**config.mk**
```make
export PLATFORM = sky130hd
export DESIGN_NAME = p1_telegram_deframer
export DESIGN_NICKNAME = d
export VERILOG_FILES = /design/src/sv/p1td_pkg.sv /design/src/sv/p1td_engine.sv /design/src/sv/p1td_serializer.sv /design/src/sv/p1_telegram_deframer.sv
export SDC_FILE = /design/constraint.sdc
export NUM_CORES = 1
export LEC_CHECK = 0
export BUFFER_PORTS_ARGS = -buffer_cell sky130_fd_sc_hd__buf_2
export CAP_MARGIN = 20
export CORE_UTILIZATION = 40
export CTS_CLUSTER_DIAMETER = 60
export DETAILED_ROUTE_END_ITERATION = 10
export SLEW_MARGIN = 5
export SYNTH_ARGS = -nofsm -noshare
export SYNTH_HDL_FRONTEND = slang
export SYNTH_SLANG_ARGS = --single-unit
```
**constraint.sdc**
```tcl
create_clock -name clock -period 6.1 [get_ports clock]
set_input_delay 0 -clock clock [delete_from_list [all_inputs] [get_ports clock]]
set_output_delay 0 -clock clock [all_outputs]
set_load 0.02 [all_outputs]
```
**src/sv/p1td_pkg.sv**
```systemverilog
// ----------------------------------------------------------------------------
// p1td_pkg: shared types and constants of the P1 telegram deframer
// Phase codes, result kinds, framing characters and the result batch
// that travels from the framing engine to the result serializer.
// ----------------------------------------------------------------------------
package p1td_pkg;

   localparam int unsigned CountWidth = 14;
   localparam int unsigned HeldDepth  = 6;
   localparam int unsigned BatchDepth = 7;

   // hard ceiling on the frame byte count, whatever the register says
   localparam logic [CountWidth-1:0] MAX_FRAME_BYTES = 14'd8192;
   localparam logic [CountWidth-1:0] CFG_RESET       = 14'd1500;

   localparam logic [7:0] CHAR_SLASH = 8'h2F;
   localparam logic [7:0] CHAR_BANG  = 8'h21;
   localparam logic [7:0] CHAR_CR    = 8'h0D;
   localparam logic [7:0] CHAR_LF    = 8'h0A;

   localparam logic [1:0] KIND_BODY     = 2'd0;
   localparam logic [1:0] KIND_COMPLETE = 2'd1;
   localparam logic [1:0] KIND_OVERFLOW = 2'd2;

   typedef enum logic [2:0] {
      PH_HUNT,
      PH_HEADER,
      PH_SEP,
      PH_BODY,
      PH_FOOT,
      PH_DONE
   } phase_type;

   // all results caused by one input transaction
   typedef struct packed {
      logic                           valid;
      logic [1:0]                     kind;
      logic [2:0]                     count;   // number of results, 1 to 7
      logic [BatchDepth-1:0][7:0]     bytes;   // body bytes, first in entry 0
      logic [31:0]                    code;
      logic [CountWidth-1:0]          blen;
      logic [CountWidth-1:0]          hlen;
   } batch_type;

endpackage

```
**src/sv/p1td_engine.sv**
```systemverilog
// ----------------------------------------------------------------------------
// p1td_engine: framing state and single-pass byte processing
// Holds the phase, the counters and the held footer candidate, and turns
// each accepted transaction into a batch of results in the same cycle.
// ----------------------------------------------------------------------------
module p1td_engine (
   input  logic                               clock,
   input  logic                               reset,
   input  logic                               fire,
   input  logic                               is_gap,
   input  logic [7:0]                         data_byte,
   input  logic                               csr_wr_en,
   input  logic [p1td_pkg::CountWidth-1:0]    csr_wr_data,
   output p1td_pkg::batch_type                batch
);

   p1td_pkg::phase_type                        phase_ff, phase_in;
   logic [p1td_pkg::CountWidth-1:0]            cfg_ff;
   logic [p1td_pkg::CountWidth-1:0]            frame_ff, frame_in;
   logic [p1td_pkg::CountWidth-1:0]            body_ff, body_in;
   logic [p1td_pkg::CountWidth-1:0]            prefix_ff, prefix_in;
   logic                                       cr_ff, cr_in;
   logic [2:0]                                 hc_ff, hc_in;
   logic [p1td_pkg::HeldDepth-1:0][7:0]        held_ff, held_in;
   logic [p1td_pkg::CountWidth-1:0]            limit;
   logic                                       over;

   assign limit = (cfg_ff > p1td_pkg::MAX_FRAME_BYTES) ? p1td_pkg::MAX_FRAME_BYTES : cfg_ff;
   assign over  = (frame_ff >= limit);

   // next phase
   always_comb begin
      phase_in = phase_ff;
      if (fire) begin
         if (is_gap) begin
            phase_in = p1td_pkg::PH_HUNT;
         end else begin
            unique case (phase_ff) inside
               p1td_pkg::PH_HUNT: begin
                  if (data_byte == p1td_pkg::CHAR_SLASH) phase_in = p1td_pkg::PH_HEADER;
               end
               p1td_pkg::PH_HEADER, p1td_pkg::PH_SEP: begin
                  if (over) begin
                     phase_in = p1td_pkg::PH_DONE;
                  end else if (cr_ff && data_byte == p1td_pkg::CHAR_LF) begin
                     phase_in = (phase_ff == p1td_pkg::PH_HEADER) ? p1td_pkg::PH_SEP
                                                                  : p1td_pkg::PH_BODY;
                  end
               end
               p1td_pkg::PH_BODY: begin
                  if (over) begin
                     phase_in = p1td_pkg::PH_DONE;
                  end else if (data_byte == p1td_pkg::CHAR_BANG) begin
                     phase_in = p1td_pkg::PH_FOOT;
                  end
               end
               p1td_pkg::PH_FOOT: begin
                  if (over) begin
                     phase_in = p1td_pkg::PH_DONE;
                  end else if (hc_ff == 3'd5) begin
                     if (data_byte != p1td_pkg::CHAR_CR) phase_in = p1td_pkg::PH_BODY;
                  end else if (hc_ff >= 3'd6) begin
                     phase_in = (data_byte == p1td_pkg::CHAR_LF) ? p1td_pkg::PH_DONE
                                                                 : p1td_pkg::PH_BODY;
                  end
               end
               default: ;
            endcase
         end
      end
   end

   // counters, held candidate and result batch
   always_comb begin
      frame_in  = frame_ff;
      body_in   = body_ff;
      prefix_in = prefix_ff;
      cr_in     = cr_ff;
      hc_in     = hc_ff;
      held_in   = held_ff;
      batch     = '0;
      if (fire) begin
         if (is_gap) begin
            frame_in  = '0;
            body_in   = '0;
            prefix_in = '0;
            cr_in     = 1'b0;
            hc_in     = '0;
         end else begin
            unique case (phase_ff) inside
               p1td_pkg::PH_HUNT: begin
                  if (data_byte == p1td_pkg::CHAR_SLASH) begin
                     frame_in  = 14'd1;
                     body_in   = '0;
                     prefix_in = '0;
                     cr_in     = 1'b0;
                     hc_in     = '0;
                  end
               end
               p1td_pkg::PH_HEADER, p1td_pkg::PH_SEP, p1td_pkg::PH_BODY,
               p1td_pkg::PH_FOOT: begin
                  if (over) begin
                     batch.valid = 1'b1;
                     batch.kind  = p1td_pkg::KIND_OVERFLOW;
                     batch.count = 3'd1;
                     frame_in    = '0;
                     body_in     = '0;
                     prefix_in   = '0;
                     cr_in       = 1'b0;
                     hc_in       = '0;
                  end else begin
                     frame_in = frame_ff + 14'd1;
                     if (phase_ff == p1td_pkg::PH_HEADER || phase_ff == p1td_pkg::PH_SEP) begin
                        if (cr_ff) begin
                           cr_in = 1'b0;
                           if (data_byte == p1td_pkg::CHAR_LF &&
                               phase_ff == p1td_pkg::PH_SEP) begin
                              prefix_in = frame_ff + 14'd1;
                           end
                        end else if (data_byte == p1td_pkg::CHAR_CR) begin
                           cr_in = 1'b1;
                        end
                     end else if (phase_ff == p1td_pkg::PH_BODY) begin
                        if (data_byte == p1td_pkg::CHAR_BANG) begin
                           held_in[0] = data_byte;
                           hc_in      = 3'd1;
                        end else begin
                           batch.valid    = 1'b1;
                           batch.kind     = p1td_pkg::KIND_BODY;
                           batch.count    = 3'd1;
                           batch.bytes[0] = data_byte;
                           body_in        = body_ff + 14'd1;
                        end
                     end else begin
                        if (hc_ff < 3'd5) begin
                           held_in[hc_ff] = data_byte;
                           hc_in          = hc_ff + 3'd1;
                        end else if (hc_ff == 3'd5) begin
                           if (data_byte == p1td_pkg::CHAR_CR) begin
                              held_in[5] = data_byte;
                              hc_in      = 3'd6;
                           end else begin
                              // false footer: release '!', four chars and this byte
                              batch.valid = 1'b1;
                              batch.kind  = p1td_pkg::KIND_BODY;
                              batch.count = 3'd6;
                              for (int i = 0; i < 5; i++) batch.bytes[i] = held_ff[i];
                              batch.bytes[5] = data_byte;
                              body_in        = body_ff + 14'd6;
                              hc_in          = '0;
                           end
                        end else begin
                           if (data_byte == p1td_pkg::CHAR_LF) begin
                              batch.valid = 1'b1;
                              batch.kind  = p1td_pkg::KIND_COMPLETE;
                              batch.count = 3'd1;
                              batch.code  = {held_ff[1], held_ff[2], held_ff[3], held_ff[4]};
                              batch.blen  = body_ff;
                              batch.hlen  = prefix_ff;
                              frame_in    = '0;
                              body_in     = '0;
                              prefix_in   = '0;
                              cr_in       = 1'b0;
                              hc_in       = '0;
                           end else begin
                              // CR without LF: release all six held bytes and this one
                              batch.valid = 1'b1;
                              batch.kind  = p1td_pkg::KIND_BODY;
                              batch.count = 3'd7;
                              for (int i = 0; i < 6; i++) batch.bytes[i] = held_ff[i];
                              batch.bytes[6] = data_byte;
                              body_in        = body_ff + 14'd7;
                              hc_in          = '0;
                           end
                        end
                     end
                  end
               end
               default: ;
            endcase
         end
      end
   end

   always_ff @(posedge clock) begin
      if (reset) begin
         phase_ff  <= p1td_pkg::PH_HUNT;
         cfg_ff    <= p1td_pkg::CFG_RESET;
         frame_ff  <= '0;
         body_ff   <= '0;
         prefix_ff <= '0;
         cr_ff     <= 1'b0;
         hc_ff     <= '0;
      end else begin
         phase_ff  <= phase_in;
         frame_ff  <= frame_in;
         body_ff   <= body_in;
         prefix_ff <= prefix_in;
         cr_ff     <= cr_in;
         hc_ff     <= hc_in;
         if (csr_wr_en) cfg_ff <= csr_wr_data;
      end
   end

   always_ff @(posedge clock) begin
      held_ff <= held_in;
   end

endmodule

```
**src/sv/p1td_serializer.sv**
```systemverilog
// ----------------------------------------------------------------------------
// p1td_serializer: result batch register and output sequencing
// Holds one batch and hands its results out one transaction at a time.
// ----------------------------------------------------------------------------
module p1td_serializer (
   input  logic                  clock,
   input  logic                  reset,
   input  p1td_pkg::batch_type   batch,
   output logic                  slot_free,
   output logic                  rsp_tvalid,
   input  logic                  rsp_tready,
   output logic [71:0]           rsp_tdata,
   output logic [1:0]            rsp_tuser,
   output logic                  rsp_tlast
);

   p1td_pkg::batch_type   batch_ff;
   logic                  valid_ff;
   logic [2:0]            idx_ff;
   logic                  take;

   assign rsp_tvalid = valid_ff;
   assign rsp_tlast  = (idx_ff == batch_ff.count - 3'd1);
   assign take       = valid_ff && rsp_tready;
   assign slot_free  = !valid_ff || (rsp_tready && rsp_tlast);

   assign rsp_tuser  = batch_ff.kind;
   assign rsp_tdata  = {4'b0000, batch_ff.hlen, batch_ff.blen, batch_ff.code,
                        batch_ff.bytes[idx_ff]};

   always_ff @(posedge clock) begin
      if (reset) begin
         valid_ff <= 1'b0;
         idx_ff   <= '0;
      end else if (batch.valid) begin
         valid_ff <= 1'b1;
         idx_ff   <= '0;
      end else if (take) begin
         if (rsp_tlast) begin
            valid_ff <= 1'b0;
            idx_ff   <= '0;
         end else begin
            idx_ff <= idx_ff + 3'd1;
         end
      end
   end

   always_ff @(posedge clock) begin
      if (batch.valid) batch_ff <= batch;
   end

endmodule

```
**src/sv/p1_telegram_deframer.sv**
```systemverilog
// ----------------------------------------------------------------------------
// p1_telegram_deframer: frames meter-link telegrams from a byte stream
// Hunts for '/', skips the header and separator lines, streams body bytes
// and reports a '!' footer with its check code and the frame lengths.
// ----------------------------------------------------------------------------
// Usage:
//   req_*  : one transaction per received byte (req_tuser = 0) or receive
//            gap (req_tuser = 1). A gap drops any frame and rearms the hunt.
//   rsp_*  : body bytes, frame-complete and overflow-discard results; one
//            input transaction causes zero to seven results, rsp_tlast marks
//            the final one.
//   csr_*  : max_frame_bytes, written while the block is idle.
// Output: results of a transaction are registered and appear in the cycle after it is accepted.
// Throughput: one transaction per cycle while each causes at most one
//   result and rsp_tready stays high; a transaction causing several results
//   occupies the result register until the single output port drains the batch.
// Reset: synchronous; clears the phase to hunting, the counters and the
//   result register, and loads max_frame_bytes with 1500.
// Stall: while rsp_tready is low the batch holds and req_tready drops
//   once the batch cannot be finished; the next transaction is taken in the
//   same cycle the final result of the batch leaves.
// ----------------------------------------------------------------------------
module p1_telegram_deframer (
   input  logic          clock,
   input  logic          reset,
   // input channel
   input  logic          req_tvalid,
   output logic          req_tready,
   input  logic [7:0]    req_tdata,   // [7:0] data_byte
   input  logic [0:0]    req_tuser,   // [0] command: 0 byte, 1 receive gap
   // result channel
   output logic          rsp_tvalid,
   input  logic          rsp_tready,
   output logic [71:0]   rsp_tdata,   // [7:0] body_byte, [39:8] footer_code,
                                      // [53:40] body_length, [67:54] header_length
   output logic [1:0]    rsp_tuser,   // [1:0] result_kind
   output logic          rsp_tlast,   // last
   // configuration
   input  logic          csr_wr_en,
   input  logic [13:0]   csr_wr_data  // max_frame_bytes
);

   p1td_pkg::batch_type   batch;
   logic                  slot_free;
   logic                  fire;

   // take a new transaction whenever the result register is free or empties now
   assign req_tready = slot_free;
   assign fire       = req_tvalid && req_tready;

   p1td_engine u_engine (
      .clock       (clock),
      .reset       (reset),
      .fire        (fire),
      .is_gap      (req_tuser[0]),
      .data_byte   (req_tdata),
      .csr_wr_en   (csr_wr_en),
      .csr_wr_data (csr_wr_data),
      .batch       (batch)
   );

   p1td_serializer u_serializer (
      .clock      (clock),
      .reset      (reset),
      .batch      (batch),
      .slot_free  (slot_free),
      .rsp_tvalid (rsp_tvalid),
      .rsp_tready (rsp_tready),
      .rsp_tdata  (rsp_tdata),
      .rsp_tuser  (rsp_tuser),
      .rsp_tlast  (rsp_tlast)
   );

   // hold off input while a batch is pending and its last result is not leaving
   a_no_accept_over_batch: assert property (@(posedge clock) disable iff (reset)
      rsp_tvalid && !(rsp_tready && rsp_tlast) |-> !req_tready)
      else $error("input accepted over a pending result batch");

   // frame-complete and overflow results are single and always last
   a_single_result_kinds: assert property (@(posedge clock) disable iff (reset)
      rsp_tvalid && rsp_tuser != p1td_pkg::KIND_BODY |-> rsp_tlast)
      else $error("non-body result not marked last");

   // a receive gap never produces a result
   a_gap_silent: assert property (@(posedge clock) disable iff (reset)
      req_tvalid && req_tready && req_tuser[0] |=>
         rsp_tvalid == $past(rsp_tvalid && !(rsp_tready && rsp_tlast)))
      else $error("receive gap produced a result");

   // body results carry no footer code or lengths
   a_body_clean: assert property (@(posedge clock) disable iff (reset)
      rsp_tvalid && rsp_tuser == p1td_pkg::KIND_BODY |-> rsp_tdata[71:8] == 64'd0)
      else $error("body result carries footer fields");

endmodule

```
==> impl_results.md, run 1 <==
- Critical path type: reg2reg
- Part of the Yosys area used for sequential elements: 54.2%
- Worst vdd ir: 0.184 mV
- Dpl hpwl: 18600 um
- Nets: 1185
- Required @ worst endpoint: 6340 ps
- Fin area: 13400 um2
- Commonest non-fill, non-tap cell in the layout: edfxtp_1
- Inst Count DP: 1445
- Final Hold Violating Endpoints: 0
- Place WS: 1780 ps
- Via count: 8289
- DRC viols: 0
- CTS sink count: 235
- Worst path slowest cell: o21ai_0
- Ranking of synthesized cells by area: edfxtp_1 43%, dfxtp_1 11%, and2_1 5.8%
- Clk buf depth: 3
- Layout area overhead: 13.4%
- Cts bufs inserted: 28
- # IOs: 105
- Vias in the first global route: 7720
- Hold Path Class: in2reg
- DIE WIDTH: 174 um
- Clock latency at the later pin of the worst-skew pair: 550 ps
- Share of layout cells above drive strength 1: 16.3%
- Period utilization: 70.5%
- Worst Max-Slew Pin Slew: 1030 ps
- DR iter-0 viols: 609
- Fillers: 2709
- Async S/R FF share, synth: 0%
- Detail Route Antenna Nets: 0
- GPL Wtd Cong: 0.833
- Syn Area/Cell: 10.9 um2
- Fmax: 233 MHz
- Final Skew: 15.6 ps
- Crit path arrival time: 4540 ps
- Seq cells post-synth: 235
- Critical Path Max Stage Delay: 670 ps
- IO buf count: 100
- Crit. End Element: flip-flop
- Fin cells: 1537
- Ys Warns: 0
- Root Driver: clkbuf_16
- Post-Route WL: 28000 um
- Depth of the CTS H-tree: 1
- Initial antenna violation count: 1
- Diodes inserted: 0
- Crit-path max FO: 57
- Critical Path, Cell by Cell: nor4_1 > a41o_1 > nand2_1 > ha_1 > nand4_1 > o21ai_0 > a221oi_2 > nand2_1 > o21ai_0 > inv_4 > buf_4
- Tot GR Track Use: 18.5%
- Status: finished clean
- Pre-antenna DRT Iters: 5
- Commonest non-fill, non-tap cells in the layout: 168 x edfxtp_1, 110 x and2_1, 100 x buf_2, 81 x nor2_1, 67 x dfxtp_1
- DR WL/cell: 18.2 um
- Unrepaired setup endpoints after global routing: no
- Die height: 174 um
- Max-Cap Viols: 0
- DP Area: 12100 um2
- Grt total ovfl: 0
- Largest net degree at the start of global routing: 58
- Top_reg_cell synth: edfxtp_1
- # rows: 62
- Area share of the largest cell type after synthesis: 42.8%
- Largest area contributor in the netlist: edfxtp_1
- Core area: 28900 um2
- Total negative slack: 0 ps
- CP Launch Type: flip-flop
- Vias per cell: 5.39
- Post-layout power: 0.00341 W
- Setup WS post-layout: 1800 ps
- First-pass GRT wire length: 44300 um
- Rel. slew slack: 31.0%
- Final setup viols: 0
- Syn Inst Count: 1077
- Die Area: 30100 um2
- CTS tree: built
- Syn Std Cell Area: 11800 um2
- Clk slew on worst S/H paths: 60 ps
- Starting density of the core: 40.8%
- Post-synth EDFFs: 168
- Unique cell type count in the Yosys netlist: 80
- Min cycle time layout: 4300 ps
- PwrDens: 255 nW/um2
- Leak: 4.47 nW
- Count of pins over their slew limit: 0
[logic make-up after synthesis]
kind of cell | synth area share, %
compound gates | 11.5
xor+xnor | 1.78
fa+ha+maj | 2.74
buf+inv | 7.33
flops | 54.2
mux | 3.74
other cells | 0.0318
simple gates | 18.7
[worst paths after layout]
check / start / to / slack [ps] / depth (start not counted)
hold reg to reg: u_engine.prefix_ff[10] / u_engine.prefix_ff[10] / 460 / 2
setup / recovery: u_engine.cfg_ff[2] / u_serializer.rsp_tdata[49] / 1800 / 11
hold / removal: reset / u_engine.frame_ff[1] / 30 / 3
setup reg to reg: u_engine.cfg_ff[2] / u_serializer.rsp_tdata[49] / 1800 / 11
[per-stage QoR]
step / utilization [%] / hold WS, ps
after floorplan: - / 98.9
after global placement: 41.9 / 229
after detailed placement: 41.9 / 223
after CTS: 46.2 / 16.1
after global routing: 46.3 / 50.0
final: 46.3 / 25.0
[critical path: cells and delay by family, from the launching register on]
family	cells	cell delay (ps)
AO/OA/AOI/OAI	4	1470
adder cells (fa/ha/maj)	1	310
buffers and inverters	2	890
flip-flops	1	330
AND/OR/NAND/NOR	4	960
[flip-flops by register name, summed over array words and instances (netlist names)]
| name | flops |
|---|---|
| u_engine.prefix_ff | 14 |
| u_serializer.batch_ff | 58 |
| u_engine.frame_ff | 14 |
| u_serializer.rsp_tuser | 2 |
| u_engine.held_ff | 48 |
| u_engine.phase_ff | 3 |
| u_serializer.rsp_tvalid | 1 |
| u_engine.cr_ff | 1 |
| u_serializer.idx_ff | 3 |
| u_engine.cfg_ff | 14 |
| u_engine.body_ff | 14 |
| u_engine.hc_ff | 3 |
| u_serializer.rsp_tdata | 60 |
[final cells by class]
| cell class | instances | area [um2] | share of cell area (%) |
|---|---|---|---|
| repair buffers | 154 | 1010 | 7.57 |
| clock buffers | 34 | 744 | 5.57 |
| multi-input cells | 694 | 4540 | 34.0 |
| flip-flops and latches | 235 | 6390 | 47.8 |
| well taps | 384 | 480 | 3.60 |
| clock inverters | 17 | 120 | 0.899 |
| inverters | 19 | 73.8 | 0.553 |
[power by group]
group / internal, W / switching [W] / total (W)
clock: 0.000912 / 0.000658 / 0.00157
sequential: 0.00170 / 0.00000742 / 0.00171
combinational: 0.0000518 / 0.0000791 / 0.000131
total: 0.00266 / 0.000744 / 0.00341
[cell usage after synthesis, drive strengths merged, types with 6 or more instances]
library cell	count
xor2	9
mux4	8
nand2b	8
o31ai	6
nor3	30
ha	25
nor2b	10
a21oi	60
xnor2	15
a31oi	17
o22ai	7
edfxtp	168
nor4	13
nor2	83
o211ai	6
and2	111
nand3	55
nand4	8
buf	83
inv	18
o21ai	37
a22oi	14
o41ai	13
dfxtp	67
nand2	61
mux2i	26
and3	11
clkbuf	49
[routing by layer]
layer  wire (um)  track usage (%)  share of wire, %  vias up
met3        1490             2.79               5.3       48
met4         593             4.93               2.1        2
met5          13                0             0.046        -
li1            -                -                 -     3971
met1       13000             26.4                47     4025
met2       12900             29.5                46      243
[timing repair]
action,CTS,global route
resized for setup,0,0
endpoints found under the setup margin,0,0
buffers inserted,0,0
hold buffers,39,0
hold endpoints to repair,73,0
Note: power is estimated with default switching activity, not from simulation.
==> run 2, diff against run 1 <==
==> constraint.sdc (replaced) <==
create_clock -name clock -period 3.9 [get_ports clock]
set_input_delay 0 -clock clock [delete_from_list [all_inputs] [get_ports clock]]
set_output_delay 0 -clock clock [all_outputs]
set_load 0.02 [all_outputs]
==> impl_results.md, run 2 (synthesized netlist as in run 1, its figures left out) <==
- Fmax: 300 MHz
- Vias per cell: 5.33
- CTS sink count: 235
- Crit-path max FO: 32
- Clk buf depth: 3
- Commonest non-fill, non-tap cells in the layout: 168 x edfxtp_1, 110 x and2_1, 100 x buf_2, 81 x nor2_1, 67 x dfxtp_1
- Clk slew on worst S/H paths: 60 ps
- Layout area overhead: 14.8%
- Starting density of the core: 40.8%
- Clock latency at the later pin of the worst-skew pair: 550 ps
- Via count: 8263
- DR WL/cell: 18.2 um
- Largest net degree at the start of global routing: 121
- Crit. End Element: flip-flop
- Commonest non-fill, non-tap cell in the layout: edfxtp_1
- DR iter-0 viols: 643
- Share of layout cells above drive strength 1: 17.7%
- Depth of the CTS H-tree: 1
- Worst Max-Slew Pin Slew: 948 ps
- Detail Route Antenna Nets: 0
- Period utilization: 85.5%
- Fillers: 2706
- Count of pins over their slew limit: 0
- Final setup viols: 0
- Final Hold Violating Endpoints: 0
- CP Launch Type: flip-flop
- Hold Path Class: in2reg
- Status: finished clean
- Seq. cell area: 6390 um2
- Pre-antenna DRT Iters: 5
- # rows: 62
- Rel. slew slack: 36.3%
- Root Driver: clkbuf_16
- Crit path arrival time: 3750 ps
- Critical path type: reg2reg
- Max reg flops: 60
- Tot GR Track Use: 18.8%
- Initial antenna violation count: 0
- CTS tree: built
- Die Area: 30100 um2
- Critical Path Max Stage Delay: 720 ps
- Core area: 28900 um2
- Dpl hpwl: 18900 um
- Worst path slowest cell: or4_1
- Nets: 1198
- Diodes inserted: 0
- WP buf/inv: 1
- # IOs: 105
- First-pass GRT wire length: 45100 um
- Cts bufs inserted: 28
- Total negative slack: 0 ps
- DRC viols: 0
- Worst vdd ir: 0.303 mV
- Top delay family on crit path: simple AND/OR/NAND/NOR gates
- DP Area: 12200 um2
- Post-layout power: 0.00538 W
- Grt total ovfl: 0
- Fin area: 13500 um2
- Setup bufs post-CTS: 0
- Leak: 4.54 nW
- Min cycle time layout: 3340 ps
- Area taken by multi-input logic gates: 4580 um2
- Final Skew: 22.4 ps
- Vias in the first global route: 8195
- DIE WIDTH: 174 um
- GPL Wtd Cong: 0.860
- Post-Route WL: 28200 um
- IO buf count: 100
- PwrDens: 398 nW/um2
- Required @ worst endpoint: 4320 ps
- Max-Cap Viols: 0
- Unrepaired setup endpoints after global routing: no
- Critical Path, Cell by Cell: nor4_1 > a41o_1 > nand2_1 > ha_1 > a21oi_1 > nor2_1 > o311ai_4 > nand2_2 > or4_1 > nor2_4 > buf_4 > and2_1
- Die height: 174 um
==> run 2: worst paths after layout <==
path,slack [ps],from,cells past startpoint,end
worst max-delay path,560,u_engine.cfg_ff[6],12,u_serializer.batch_ff[69]
worst min-delay path,340,rsp_tready,4,u_serializer.idx_ff[1]
worst max register to register,560,u_engine.cfg_ff[6],12,u_serializer.batch_ff[69]
worst min register to register,460,u_engine.prefix_ff[12],2,u_engine.prefix_ff[12]
==> run 2: worst min-delay path, cell delays in order <==
cell	delay (ps)
dlygate4sd3_1	540
buf_2	150
nand3_1	80
a21oi_1	60
==> run 2: layout make-up <==
type | instances | share of cell area [%]
Clock inverter | 20 | 1.32
Clock buffer | 32 | 5.29
Sequential cell | 235 | 47.2
Multi-Input combinational cell | 694 | 33.8
Tap cell | 384 | 3.55
Inverter | 19 | 0.555
Timing Repair Buffer | 167 | 8.25
==> run 2: what timing repair did <==
item / in CTS / in global routing
endpoints found under the hold margin: 87 / 0
resized for setup: 0 / 0
hold buffers: 40 / 0
==> run 2: metrics by stage <==
stage	hold slack, ps	util [%]	instances	setup WS, ps
2_1_floorplan	98.9	-	1080	-451
3_3_place_gp	227	42.4	1459	508
3_5_place_dp	218	42.4	1459	554
4_1_cts	329	46.9	1551	542
5_1_grt	349	46.9	1551	273
6_report	340	46.9	1551	564
==> run 2: layer usage <==
| metal | GRT usage [%] | wire [um] |
|---|---|---|
| met4 | 5.52 | 648 |
| met3 | 2.59 | 1300 |
| met1 | 26.7 | 13400 |
| met2 | 29.8 | 12800 |
| met5 | 0 | 0 |
==> run 2: where the power goes <==
group          total (W)  switching, W  internal, W
registers        0.00267     0.0000115      0.00266
logic           0.000210      0.000127    0.0000830
clock network    0.00250       0.00104      0.00146
total            0.00538       0.00118      0.00420
